==> config.mk <==
export PLATFORM = sky130hd
export DESIGN_NAME = baro_vertical_speed_estimator
export DESIGN_NICKNAME = d
export VERILOG_FILES = /design/src/design/bvse_pkg.sv /design/src/design/bvse_ctrl.sv /design/src/design/bvse_datapath.sv /design/src/design/baro_vertical_speed_estimator.sv
export VERILOG_INCLUDE_DIRS = /design/src /design/src/design
export SDC_FILE = /design/constraint.sdc
export NUM_CORES = 2
export LEC_CHECK = 0
export BUFFER_PORTS_ARGS = -buffer_cell sky130_fd_sc_hd__buf_2
export CAP_MARGIN = 40
export CORE_ASPECT_RATIO = 1.75
export CORE_UTILIZATION = 45
export DETAILED_ROUTE_END_ITERATION = 12
export GPL_TIMING_DRIVEN = 0
export MAX_ROUTING_LAYER = met4
export SLEW_MARGIN = 10
export SYNTH_ARGS = -nofsm -noshare
export SYNTH_HDL_FRONTEND = slang
export SYNTH_SLANG_ARGS = --single-unit
==> constraint.sdc <==
create_clock -name i_clk -period 10.2 [get_ports i_clk]
set_input_delay 1.02 -clock i_clk [delete_from_list [all_inputs] [get_ports i_clk]]
set_output_delay 1.02 -clock i_clk [all_outputs]
set_load 0.02 [all_outputs]
==> src/design/baro_vertical_speed_estimator_assert.svh <==
// ----------------------------------------------------------------------------
// Assertion macros for the barometric vertical speed estimator
// Clocked implication checks, disabled while reset is asserted.
// ----------------------------------------------------------------------------
`ifndef BARO_VERTICAL_SPEED_ESTIMATOR_ASSERT_SVH
`define BARO_VERTICAL_SPEED_ESTIMATOR_ASSERT_SVH

// Same-cycle implication.
`define BVSE_ASSERT_IMPLY(label, clk, rst_n, ante, cons) \
    label: assert property (@(posedge clk) disable iff (!rst_n) (ante) |-> (cons)) \
        else $error("bvse same-cycle check failed");

// Next-cycle implication.
`define BVSE_ASSERT_NEXT(label, clk, rst_n, ante, cons) \
    label: assert property (@(posedge clk) disable iff (!rst_n) (ante) |=> (cons)) \
        else $error("bvse next-cycle check failed");

`endif

==> src/design/bvse_pkg.sv <==
// ----------------------------------------------------------------------------
// bvse_pkg
// Shared widths, constants and controller/datapath interface types.
// ----------------------------------------------------------------------------
`default_nettype none

package bvse_pkg;

    localparam int ANG_W      = 16;
    localparam int ALT_W      = 24;
    localparam int DT_W       = 20;
    localparam int CLIMB_W    = 21;
    localparam int LIMIT_W    = 20;
    localparam int GAIN_W     = 17;
    localparam int CFG_DATA_W = 20;
    localparam int GAIN_SHIFT = 16;

    // numerator of the divide: |altitude difference| * 1e6 fits in 44 bits
    localparam int NUM_W      = 44;
    localparam int DIV_CNT_W  = 6;

    localparam logic [DT_W-1:0]    US_PER_S    = 20'd1000000;
    localparam logic [GAIN_W-1:0]  GAIN_ONE    = 17'd65536;
    localparam logic [LIMIT_W-1:0] LIMIT_RESET = 20'd5000;
    localparam logic [GAIN_W-1:0]  GAIN_RESET  = 17'd16384;

    typedef logic [0:0] t_cfg_idx;
    localparam t_cfg_idx REG_SPEED_LIMIT = 1'b0;
    localparam t_cfg_idx REG_FILTER_GAIN = 1'b1;

    typedef struct packed {
        logic accept;
        logic mul_en;
        logic div_step;
        logic raw_en;
        logic delta_en;
        logic fmul_en;
        logic fadd_en;
        logic commit;
        logic out_load;
    } t_dp_cmd;

    typedef struct packed {
        logic need_div;
    } t_dp_stat;

endpackage

`default_nettype wire

==> src/design/bvse_ctrl.sv <==
// ----------------------------------------------------------------------------
// bvse_ctrl
// Sequencer: steps the datapath through multiply, divide, filter and commit.
// ----------------------------------------------------------------------------
`default_nettype none

module bvse_ctrl (
    input  wire logic              i_clk,
    input  wire logic              i_rst_n,
    input  wire logic              i_in_valid,
    output logic                   o_in_ready,
    output logic                   o_out_valid,
    input  wire logic              i_out_ready,
    input  wire bvse_pkg::t_dp_stat i_stat,
    output bvse_pkg::t_dp_cmd      o_cmd
);
    import bvse_pkg::*;

    localparam logic [3:0] S_IDLE   = 4'd0;
    localparam logic [3:0] S_MUL    = 4'd1;
    localparam logic [3:0] S_DIV    = 4'd2;
    localparam logic [3:0] S_RAW    = 4'd3;
    localparam logic [3:0] S_DELTA  = 4'd4;
    localparam logic [3:0] S_FMUL   = 4'd5;
    localparam logic [3:0] S_FADD   = 4'd6;
    localparam logic [3:0] S_COMMIT = 4'd7;
    localparam logic [3:0] S_DONE   = 4'd8;

    logic [3:0]           r_state, n_state;
    logic [DIV_CNT_W-1:0] r_cnt, n_cnt;
    logic                 r_out_valid, n_out_valid;

    always_comb begin
        n_state = r_state;
        n_cnt   = r_cnt;
        o_cmd   = '0;
        case (r_state)
            S_IDLE: begin
                if (i_in_valid) begin
                    o_cmd.accept = 1'b1;
                    n_state      = S_MUL;
                end
            end
            S_MUL: begin
                o_cmd.mul_en = 1'b1;
                if (i_stat.need_div) begin
                    n_cnt   = DIV_CNT_W'(NUM_W - 1);
                    n_state = S_DIV;
                end else begin
                    n_state = S_COMMIT;
                end
            end
            S_DIV: begin
                o_cmd.div_step = 1'b1;
                if (r_cnt == '0) begin
                    n_state = S_RAW;
                end else begin
                    n_cnt = r_cnt - DIV_CNT_W'(1);
                end
            end
            S_RAW: begin
                o_cmd.raw_en = 1'b1;
                n_state      = S_DELTA;
            end
            S_DELTA: begin
                o_cmd.delta_en = 1'b1;
                n_state        = S_FMUL;
            end
            S_FMUL: begin
                o_cmd.fmul_en = 1'b1;
                n_state       = S_FADD;
            end
            S_FADD: begin
                o_cmd.fadd_en = 1'b1;
                n_state       = S_COMMIT;
            end
            S_COMMIT: begin
                o_cmd.commit = 1'b1;
                n_state      = S_DONE;
            end
            S_DONE: begin
                // hold until the output register is free or being drained
                if (!r_out_valid || i_out_ready) begin
                    o_cmd.out_load = 1'b1;
                    n_state        = S_IDLE;
                end
            end
            default: begin
                n_state = S_IDLE;
            end
        endcase
    end

    always_comb begin
        if (o_cmd.out_load) begin
            n_out_valid = 1'b1;
        end else if (i_out_ready) begin
            n_out_valid = 1'b0;
        end else begin
            n_out_valid = r_out_valid;
        end
    end

    always_ff @(posedge i_clk) begin
        if (!i_rst_n) begin
            r_state     <= S_IDLE;
            r_cnt       <= '0;
            r_out_valid <= 1'b0;
        end else begin
            r_state     <= n_state;
            r_cnt       <= n_cnt;
            r_out_valid <= n_out_valid;
        end
    end

    assign o_in_ready  = (r_state == S_IDLE);
    assign o_out_valid = r_out_valid;

endmodule

`default_nettype wire

==> src/design/bvse_datapath.sv <==
// ----------------------------------------------------------------------------
// bvse_datapath
// Held state, config registers, restoring divider and low-pass filter.
// ----------------------------------------------------------------------------
`default_nettype none

module bvse_datapath #(
    parameter int SPEED_FRAC_BITS = 16
) (
    input  wire logic                             i_clk,
    input  wire logic                             i_rst_n,
    input  wire logic                             i_cfg_we,
    input  wire bvse_pkg::t_cfg_idx               i_cfg_addr,
    input  wire logic [bvse_pkg::CFG_DATA_W-1:0]  i_cfg_data,
    input  wire bvse_pkg::t_dp_cmd                i_cmd,
    output bvse_pkg::t_dp_stat                    o_stat,
    input  wire logic                             i_imu_ok,
    input  wire logic signed [bvse_pkg::ANG_W-1:0] i_roll_in,
    input  wire logic signed [bvse_pkg::ANG_W-1:0] i_pitch_in,
    input  wire logic signed [bvse_pkg::ANG_W-1:0] i_yaw_in,
    input  wire logic                             i_baro_ok,
    input  wire logic signed [bvse_pkg::ALT_W-1:0] i_altitude_in,
    input  wire logic [bvse_pkg::DT_W-1:0]        i_dt_us,
    output logic signed [bvse_pkg::ANG_W-1:0]     o_roll_out,
    output logic signed [bvse_pkg::ANG_W-1:0]     o_pitch_out,
    output logic signed [bvse_pkg::ANG_W-1:0]     o_yaw_out,
    output logic                                  o_attitude_ok,
    output logic signed [bvse_pkg::ALT_W-1:0]     o_altitude_out,
    output logic signed [bvse_pkg::CLIMB_W-1:0]   o_climb_rate,
    output logic                                  o_altitude_ok
);
    import bvse_pkg::*;

    localparam int SF_W    = CLIMB_W + SPEED_FRAC_BITS;
    localparam int DELTA_W = SF_W + 1;
    localparam int PROD_W  = DELTA_W + GAIN_W + 1;
    localparam int INC_W   = PROD_W - GAIN_SHIFT;

    // configuration
    logic [LIMIT_W-1:0] r_limit;
    logic [GAIN_W-1:0]  r_gain;

    // held state
    logic signed [ANG_W-1:0] r_roll, r_pitch, r_yaw;
    logic                    r_att_flag;
    logic signed [ALT_W-1:0] r_alt;
    logic                    r_alt_flag;
    logic signed [SF_W-1:0]  r_sf;

    // per-item working registers
    logic signed [ALT_W-1:0] r_alt_in;
    logic [DT_W-1:0]         r_dt;
    logic                    r_baro_ok;
    logic                    r_need_div;
    logic                    r_neg;
    logic [DT_W-1:0]         r_rem;
    logic [NUM_W-1:0]        r_quo;
    logic signed [SF_W-1:0]    r_raw;
    logic signed [DELTA_W-1:0] r_delta;
    logic signed [PROD_W-1:0]  r_prod;

    logic signed [ALT_W:0]   w_diff;
    logic signed [ALT_W:0]   w_diff_neg;
    logic [ALT_W-1:0]        w_mag;
    logic [NUM_W-1:0]        w_num;
    logic [DT_W:0]           w_shift;
    logic                    w_ge;
    logic [DT_W:0]           w_sub;
    logic [LIMIT_W-1:0]      w_q_cl;
    logic [SF_W-1:0]         w_raw_mag;
    logic [GAIN_W-1:0]       w_gain_cl;
    logic signed [GAIN_W:0]  w_gain_s;
    logic signed [INC_W-1:0] w_inc;
    logic signed [INC_W-1:0] w_sf_sum;

    assign w_diff     = $signed({r_alt_in[ALT_W-1], r_alt_in}) - $signed({r_alt[ALT_W-1], r_alt});
    assign w_diff_neg = -w_diff;
    assign w_mag      = w_diff[ALT_W] ? w_diff_neg[ALT_W-1:0] : w_diff[ALT_W-1:0];
    assign w_num      = NUM_W'(w_mag) * NUM_W'(US_PER_S);

    // one restoring divide step per cycle, quotient shifts in from the right
    assign w_shift = {r_rem, r_quo[NUM_W-1]};
    assign w_ge    = (w_shift >= {1'b0, r_dt});
    assign w_sub   = w_shift - {1'b0, r_dt};

    assign w_q_cl    = (r_quo > NUM_W'(r_limit)) ? r_limit : r_quo[LIMIT_W-1:0];
    assign w_raw_mag = {1'b0, w_q_cl, {SPEED_FRAC_BITS{1'b0}}};

    assign w_gain_cl = (r_gain > GAIN_ONE) ? GAIN_ONE : r_gain;
    assign w_gain_s  = $signed({1'b0, w_gain_cl});

    // floor shift of the product, then add back onto the filter state
    assign w_inc    = r_prod[PROD_W-1:GAIN_SHIFT];
    assign w_sf_sum = $signed({{(INC_W-SF_W){r_sf[SF_W-1]}}, r_sf}) + w_inc;

    assign o_stat.need_div = r_need_div;

    always_ff @(posedge i_clk) begin
        if (!i_rst_n) begin
            r_limit    <= LIMIT_RESET;
            r_gain     <= GAIN_RESET;
            r_roll     <= '0;
            r_pitch    <= '0;
            r_yaw      <= '0;
            r_att_flag <= 1'b0;
            r_alt      <= '0;
            r_alt_flag <= 1'b0;
            r_sf       <= '0;
        end else begin
            if (i_cfg_we) begin
                case (i_cfg_addr)
                    REG_SPEED_LIMIT: r_limit <= i_cfg_data[LIMIT_W-1:0];
                    REG_FILTER_GAIN: r_gain  <= i_cfg_data[GAIN_W-1:0];
                    default: ;
                endcase
            end
            if (i_cmd.accept) begin
                if (i_imu_ok) begin
                    r_roll  <= i_roll_in;
                    r_pitch <= i_pitch_in;
                    r_yaw   <= i_yaw_in;
                end
                r_att_flag <= i_imu_ok;
            end
            if (i_cmd.fadd_en) begin
                r_sf <= w_sf_sum[SF_W-1:0];
            end
            if (i_cmd.commit) begin
                if (r_baro_ok) begin
                    r_alt <= r_alt_in;
                end
                r_alt_flag <= r_baro_ok;
                if (!r_need_div) begin
                    r_sf <= '0;
                end
            end
        end
    end

    always_ff @(posedge i_clk) begin
        if (i_cmd.accept) begin
            r_alt_in   <= i_altitude_in;
            r_dt       <= i_dt_us;
            r_baro_ok  <= i_baro_ok;
            r_need_div <= i_baro_ok && r_alt_flag && (i_dt_us != '0);
        end
        if (i_cmd.mul_en) begin
            r_neg <= w_diff[ALT_W];
            r_quo <= w_num;
            r_rem <= '0;
        end
        if (i_cmd.div_step) begin
            r_rem <= w_ge ? w_sub[DT_W-1:0] : w_shift[DT_W-1:0];
            r_quo <= {r_quo[NUM_W-2:0], w_ge};
        end
        if (i_cmd.raw_en) begin
            r_raw <= r_neg ? -$signed(w_raw_mag) : $signed(w_raw_mag);
        end
        if (i_cmd.delta_en) begin
            r_delta <= $signed({r_raw[SF_W-1], r_raw}) - $signed({r_sf[SF_W-1], r_sf});
        end
        if (i_cmd.fmul_en) begin
            r_prod <= r_delta * w_gain_s;
        end
        if (i_cmd.out_load) begin
            o_roll_out     <= r_roll;
            o_pitch_out    <= r_pitch;
            o_yaw_out      <= r_yaw;
            o_attitude_ok  <= r_att_flag;
            o_altitude_out <= r_alt;
            o_climb_rate   <= r_sf[SF_W-1:SPEED_FRAC_BITS];
            o_altitude_ok  <= r_alt_flag;
        end
    end

endmodule

`default_nettype wire

==> src/design/baro_vertical_speed_estimator.sv <==
// Order: accept, multiply, then commit when no divide is needed (bad baro,
//   first valid altitude or zero dt), else the 44-step divider and filter run first.
// Flow: one item in flight; a new beat is taken while the previous result still
//   waits in the output register.
// Reset: synchronous active-low; held state, flags and filter cleared, config
//   registers return to speed limit 5000 mm/s and gain 0.25.
// ----------------------------------------------------------------------------
// baro_vertical_speed_estimator
// Holds attitude and altitude, derives climb rate by finite difference over
// dt, clamps it and smooths it with a first-order low-pass filter.
// ----------------------------------------------------------------------------
`default_nettype none

`include "baro_vertical_speed_estimator_assert.svh"

module baro_vertical_speed_estimator #(
    parameter int SPEED_FRAC_BITS = 16
) (
    input  wire logic                              i_clk,
    input  wire logic                              i_rst_n,
    // configuration write port
    input  wire logic                              i_cfg_we,
    input  wire bvse_pkg::t_cfg_idx                i_cfg_addr,
    input  wire logic [bvse_pkg::CFG_DATA_W-1:0]   i_cfg_data,
    // input channel
    input  wire logic                              i_in_valid,
    output logic                                   o_in_ready,
    input  wire logic                              i_imu_ok,
    input  wire logic signed [bvse_pkg::ANG_W-1:0] i_roll_in,
    input  wire logic signed [bvse_pkg::ANG_W-1:0] i_pitch_in,
    input  wire logic signed [bvse_pkg::ANG_W-1:0] i_yaw_in,
    input  wire logic                              i_baro_ok,
    input  wire logic signed [bvse_pkg::ALT_W-1:0] i_altitude_in,
    input  wire logic [bvse_pkg::DT_W-1:0]         i_dt_us,
    // output channel
    output logic                                   o_out_valid,
    input  wire logic                              i_out_ready,
    output logic signed [bvse_pkg::ANG_W-1:0]      o_roll_out,
    output logic signed [bvse_pkg::ANG_W-1:0]      o_pitch_out,
    output logic signed [bvse_pkg::ANG_W-1:0]      o_yaw_out,
    output logic                                   o_attitude_ok,
    output logic signed [bvse_pkg::ALT_W-1:0]      o_altitude_out,
    output logic signed [bvse_pkg::CLIMB_W-1:0]    o_climb_rate,
    output logic                                   o_altitude_ok
);
    import bvse_pkg::*;

    t_dp_cmd  w_cmd;
    t_dp_stat w_stat;

    // The controller walks: accept -> multiply |diff| by 1e6 -> 44 divide
    // steps -> clamp -> subtract filter state -> gain multiply -> add ->
    // commit -> load output. Items that need no divide skip straight from
    // the multiply to the commit, which then zeroes the filter state.
    bvse_ctrl u_ctrl (
        .i_clk       (i_clk),
        .i_rst_n     (i_rst_n),
        .i_in_valid  (i_in_valid),
        .o_in_ready  (o_in_ready),
        .o_out_valid (o_out_valid),
        .i_out_ready (i_out_ready),
        .i_stat      (w_stat),
        .o_cmd       (w_cmd)
    );

    // Attitude is latched on accept; altitude changes only at commit and the
    // filter state at the add or commit, so the divide sees the previous altitude.
    bvse_datapath #(
        .SPEED_FRAC_BITS (SPEED_FRAC_BITS)
    ) u_dp (
        .i_clk          (i_clk),
        .i_rst_n        (i_rst_n),
        .i_cfg_we       (i_cfg_we),
        .i_cfg_addr     (i_cfg_addr),
        .i_cfg_data     (i_cfg_data),
        .i_cmd          (w_cmd),
        .o_stat         (w_stat),
        .i_imu_ok       (i_imu_ok),
        .i_roll_in      (i_roll_in),
        .i_pitch_in     (i_pitch_in),
        .i_yaw_in       (i_yaw_in),
        .i_baro_ok      (i_baro_ok),
        .i_altitude_in  (i_altitude_in),
        .i_dt_us        (i_dt_us),
        .o_roll_out     (o_roll_out),
        .o_pitch_out    (o_pitch_out),
        .o_yaw_out      (o_yaw_out),
        .o_attitude_ok  (o_attitude_ok),
        .o_altitude_out (o_altitude_out),
        .o_climb_rate   (o_climb_rate),
        .o_altitude_ok  (o_altitude_ok)
    );

    // One item at a time: after an accepted beat the input side must close.
    `BVSE_ASSERT_NEXT(a_one_in_flight, i_clk, i_rst_n, i_in_valid && o_in_ready, !o_in_ready)
    // Loading the output register always presents a result next cycle.
    `BVSE_ASSERT_NEXT(a_load_shows, i_clk, i_rst_n, w_cmd.out_load, o_out_valid)
    // Commit never overlaps a filter update or a new accept.
    `BVSE_ASSERT_IMPLY(a_commit_alone, i_clk, i_rst_n, w_cmd.commit, !w_cmd.fadd_en && !w_cmd.accept)

endmodule

`default_nettype wire
Yosys cells after proc, flatten, opt, wreduce, memory -nomap -nowiden --
Cells that the tools add are included. W data, S select, Z words.
Operators by class: $mul 2, bitwise operators 1, $lt $le $gt $ge 3, muxes and demuxes 33, $add $sub $neg 7, reduce and logical (&&, ||, !) cells 16, equal/unequal tests 13
Operator list (count):
- $mux W37 | 3
- $mux W44 | 2
- $mux W20 | 4
- $mul A38 B18 Y53 | 1
- $gt A44 B20 Y1 | 1
- $mul A24 B14 Y38 const B | 1
- $sub A37 B37 Y38 | 1
- $add A37 B37 Y37 | 1
- $neg A36 Y37 | 1
- $mux W36 | 1
- $pmux W4 S9 | 1
- $sub A24 B24 Y25 | 1
- $mux W24 | 1
- $neg A24 Y24 | 1
- $ge A21 B20 Y1 | 1
- $reduce_bool A20 Y1 | 1
- $sub A20 B20 Y20 | 1
- $gt A17 B17 Y1 const B | 1
- $mux W17 | 1
- $eq A4 B3 Y1 const B | 4
- $mux W1 | 13
- $mux W4 | 3
- $mux W6 | 2
- $pmux W6 S2 | 1
- 16 further kinds | 27
Storage, ports and cells: input bits 120, output and inout port bits 97, register bits 493, logic and storage cells 105

Depth between registers and ports, before layout --
word-level depth 6, mapped depth 38, mapped depth without buffers 37

Modules after synthesis --
A second synthesis with hierarchy kept.
Unflattened totals: cell total of the unflattened synthesis 5272, area total of the unflattened synthesis 49588.8 sq um
By module, submodules not included:
- bvse_datapath | times used 1, sequential area each 12031.5 sq um, area each 48899.4 sq um, cells each 5191
- bvse_ctrl | times used 1, sequential area each 220.2 sq um, area each 689.4 sq um, cells each 81

Least setup slack after synthesis --
OpenSTA, ideal clock, no wires.
path type reg-to-reg, start point reg u_dp.r_alt_in[0], end point reg u_dp.r_quo[42] (data pin), path slack 1.632 ns, path buffers 1, library setup time 0.135 ns, stages on the path, launching flop included 37, data arrival time 8.432 ns, path through edfxtp_1 -> inv_1 -> ha_1 -> fa_1 -> nor2b_1 -> o2111ai_1 -> a21oi_2 -> a22oi_1 -> o31ai_2 -> o31ai_2 -> a31oi_4 -> buf_2 -> nor2_1 -> xnor2_1 -> inv_1 -> ha_1 -> xor2_1 -> fa_1 -> fa_1 -> ha_1 -> a21o_1 -> ha_1 -> inv_1 -> fa_1 -> inv_1 -> ha_1 -> a21o_1 -> a21o_1 -> a21oi_1 -> nand2_1 -> o2bb2ai_1 -> o21ai_0 -> a21oi_1 -> o31a_1 -> o21ai_0 -> or4b_2 -> nand3_1
On the way: word-level cells in the longest chain between the ends 6
Ends and longest elaborated chain:
- start, declared | line bvse_datapath.sv:51 | logic signed [ALT_W-1:0] r_alt_in;
- start signal, assigned | line bvse_datapath.sv:142 | r_alt_in <= i_altitude_in;
- $sub A24 B24 Y25 * | line bvse_datapath.sv:76 | assign w_diff = $signed({r_alt_in[ALT_W-1], r_alt_in}) - $signed({r_alt[ALT_W-1], r_alt});
- $neg A24 Y24 | line bvse_datapath.sv:77 | assign w_diff_neg = -w_diff;
- $mux W24 * | line bvse_datapath.sv:78 | assign w_mag = w_diff[ALT_W] ? w_diff_neg[ALT_W-1:0] : w_diff[ALT_W-1:0];
- $mul A24 B14 Y38 * | line bvse_datapath.sv:79 | assign w_num = NUM_W'(w_mag) * NUM_W'(US_PER_S);
- $mux W44 * | line bvse_datapath.sv:147 | if (i_cmd.mul_en) begin
- $mux W44 * | line bvse_datapath.sv:152 | if (i_cmd.div_step) begin
- end signal, assigned | line bvse_datapath.sv:149 | r_quo <= w_num;
- end signal, assigned | line bvse_datapath.sv:154 | r_quo <= {r_quo[NUM_W-2:0], w_ge};
- end, declared | line bvse_datapath.sv:57 | logic [NUM_W-1:0] r_quo;
Every way passes the cells marked *; elsewhere a longest branch is shown, timed or not. The select of a mux whose other input is x is not followed. A chain may end at the register's enable or synchronous reset.

Worst setup path in the final report --
start point reg u_dp.r_gain[0], end point reg u_dp.r_prod[34] (data pin)
On the way: word-level cells in the longest chain between the ends 3
Ends and longest elaborated chain:
- start, declared | line bvse_datapath.sv:41 | logic [GAIN_W-1:0] r_gain;
- start signal, assigned | line bvse_datapath.sv:113 | REG_FILTER_GAIN: r_gain <= i_cfg_data[GAIN_W-1:0];
- $gt A17 B17 Y1 | line bvse_datapath.sv:89 | assign w_gain_cl = (r_gain > GAIN_ONE) ? GAIN_ONE : r_gain;
- $mux W17 * | line bvse_datapath.sv:89
- $mul A38 B18 Y53 * | line bvse_datapath.sv:163 | r_prod <= r_delta * w_gain_s;
- end signal, assigned | line bvse_datapath.sv:163
- end, declared | line bvse_datapath.sv:60 | logic signed [PROD_W-1:0] r_prod;
Every way passes the cells marked *; elsewhere a longest branch is shown, timed or not.

==> flow_summary.yaml <==
setup_path:
  endpoint_kind: "register"
  crit_type: "register to register"
  cp.required_ns: 10.55
  arrival_ns: 10.12
  crit_fanout: 10
  max_stage_delay_ns: 0.63
  crit_path_frequent_cell: "fa_1"
  startpoint_type: "register"
  slowest_stage: "clkbuf_1"
grt:
  gr-usage-all-layers: 0.279
  grt_pass1_vias: 40267
  antenna_found_initial: 4
  grt_first_pass_wirelength_um: 226000
  gr-total-overflow: 0
  grt_max_degree: 65
synth:
  syn-num-nets: 6490
  synth.ff_latch_count: 461
  netlist_area_um2: 49500
  synth-seq-area-share: 0.247
  synth_async_sr_flop_share: 0
  synth_flop_cell: "edfxtp_1"
  ys_warn_count: 0
  synth_area_leaders: "fa_1 27%, edfxtp_1 18%, ha_1 9.4%"
  synthCells: 5330
  yosys.area_share.xor_xnor: 0.0487
  yosys.area_share.simple: 0.138
  synth_top_area_frac: 0.269
  synth_top_family_by_area: "adder cells"
  synth.distinct_cells: 83
  synth_mux_area_frac: 0.00942
  synth-edff-count: 302
  synth_compound_area_frac: 0.0924
  syn_area_per_cell_um2: 9.29
  yosysTopAreaCell: "fa_1"
  synth_fa_ha_area_frac: 0.365
route:
  drtAntennaViolNets: 0
  drc: 0
  num_vias: 37174
  first_pass_iters: 5
  routed_wirelength_um: 147000
  wl_per_cell_um: 20.6
  routed_via_density: 5.22
  dr.first_iter.drc_count: 1552
clock_tree:
  cts.root.buffer_cell: "clkbuf_16"
  clk_pin_slew_ns: 0.07
  cts_tree: "yes"
  cts.htree.levels: 2
  clock_path_buffers: 3
  clock_latency_ns: 0.62
  cts_sinks: 461
  cts_buffers: 42
placed_design:
  gp_congestion: 0.956
  hpwlAfterDp_um: 124000
  port-buffer-count: 216
finish:
  synthToLayoutAreaGrowth_pct: 9.71
  final_cell_mix: "1,087 x inv_1, 887 x nand2_1, 666 x fa_1, 374 x ha_1, 302 x edfxtp_1"
  fin_nets: 6782
  final_core_util: 0.499
  num-fill-cells: 10519
  drive_above_1_share: 0.0672
  final_common_cell: "inv_1"
floorplanning:
  core-area_um2: 109000
  chipWidth_um: 253
  num_io_pins: 217
  die_h_um: 441
  initial_core_util: 0.455
  num_rows: 160
  fp.dieArea_um2: 111000
sta:
  relSlewSlack: 0.291
  max_freq_mhz: 102
  fin_tns_setup_ns: 0
  max_slew.worst_pin.slew_ns: 1.06
  period_minus_slack_ns: 9.77
  finalSetupViolCount: 0
  fin_skew_ns: 0.0313
  whs_ns: 0.428
  slew_viol_final: 0
  min_period_over_period: 0.958
  hold_viol: 0
outcome:
  status: "completed"
flow_run:
  cap_violations: 0
worst_hold_path:
  min_path_type: "register to register"
==> registers in the layout, indices dropped and copies added (netlist names), 17 cells and up <==
name	count
u_dp.r_quo	44
u_dp.r_delta	38
u_dp.r_prod	37
u_dp.r_sf	37
u_dp.o_altitude_out	24
u_dp.r_alt	24
u_dp.r_alt_in	24
u_dp.o_climb_rate	21
u_dp.r_raw	21
u_dp.r_dt	20
u_dp.r_limit	20
u_dp.r_rem	20
u_dp.r_gain	17
==> area by class of cell <==
| type | instances | area, µm² | share of cell area |
|---|---|---|---|
| Antenna cell | 3 | 7.51 | 0.000138 |
| Buffer | 214 | 812 | 0.0149 |
| Clock buffer | 55 | 1170 | 0.0215 |
| Clock inverter | 23 | 248 | 0.00456 |
| Inverter | 1091 | 4100 | 0.0754 |
| Multi-Input combinational cell | 3563 | 32400 | 0.597 |
| Sequential cell | 461 | 12300 | 0.225 |
| Tap cell | 1458 | 1820 | 0.0336 |
| Timing Repair Buffer | 249 | 1480 | 0.0273 |
==> repair_timing <==
action                     in CTS  in global routing
pin swaps                       0                  1
gates resized for setup         2                  9
setup buffers                   0                  5
hold buffers                    0                  0
setup endpoints to repair       3                 11
==> worst paths after layout <==
| kind | to | slack, ns | from | cells past startpoint |
|---|---|---|---|---|
| min reg2reg | u_dp.o_roll_out[3] | 0.43 | u_dp.r_roll[3] | 0 |
| max reg2reg | u_dp.r_prod[34] | 0.43 | u_dp.r_gain[0] | 28 |
| min | u_dp.o_roll_out[3] | 0.43 | u_dp.r_roll[3] | 0 |
| max | u_dp.r_prod[34] | 0.43 | u_dp.r_gain[0] | 28 |
==> logic make-up (layout without fill, tap and decap cells) <==
family                   count (synthesis)  in the layout
AO/OA/AOI/OAI                          689            689
XOR/XNOR                               261            261
adder cells (fa/ha/maj)               1048           1048
buffers and inverters                 1306           1632
flip-flops                             461            461
multiplexers                            46             46
other                                    0              3
AND/OR/NAND/NOR                       1519           1519
==> Yosys cell counts, types with 96 or more instances <==
cell type  instances
a21boi_0         114
a21oi_1          190
and2_1           160
clkbuf_1         190
dfxtp_1          159
edfxtp_1         302
fa_1             666
ha_1             374
inv_1           1088
nand2_1          887
nor2_1           182
o21ai_0           96
xnor2_1          159
==> metal layers <==
metal	GRT usage	wire [µm]	up-vias
met1	0.251	46500	18595
met5	-	0	-
met3	0.0287	5360	418
li1	-	-	17324
met4	0.186	11800	0
met2	0.540	82800	837
==> through the flow <==
stage,setup WS [ns],instances,area (µm²)
after floorplan,1.63,5330,49500
after global placement,-0.453,7004,52400
final,0.431,7117,54300
after detailed placement,-0.130,7032,52800
after global routing,-0.0174,7117,54300
after CTS,0.0236,7110,54300
==> worst max-delay path: cells and delay by family (launching register included) <==
family	cells	cell delay (ns)
fa+ha+maj	7	3.37
buf+inv	6	1.50
xor+xnor	1	0.26
flops	1	0.33
simple gates	5	1.07
compound gates	9	2.97
Power is left out: the tool's default activity adds up to more than one toggle a clock period on the data nets, which glitch-free logic cannot reach.
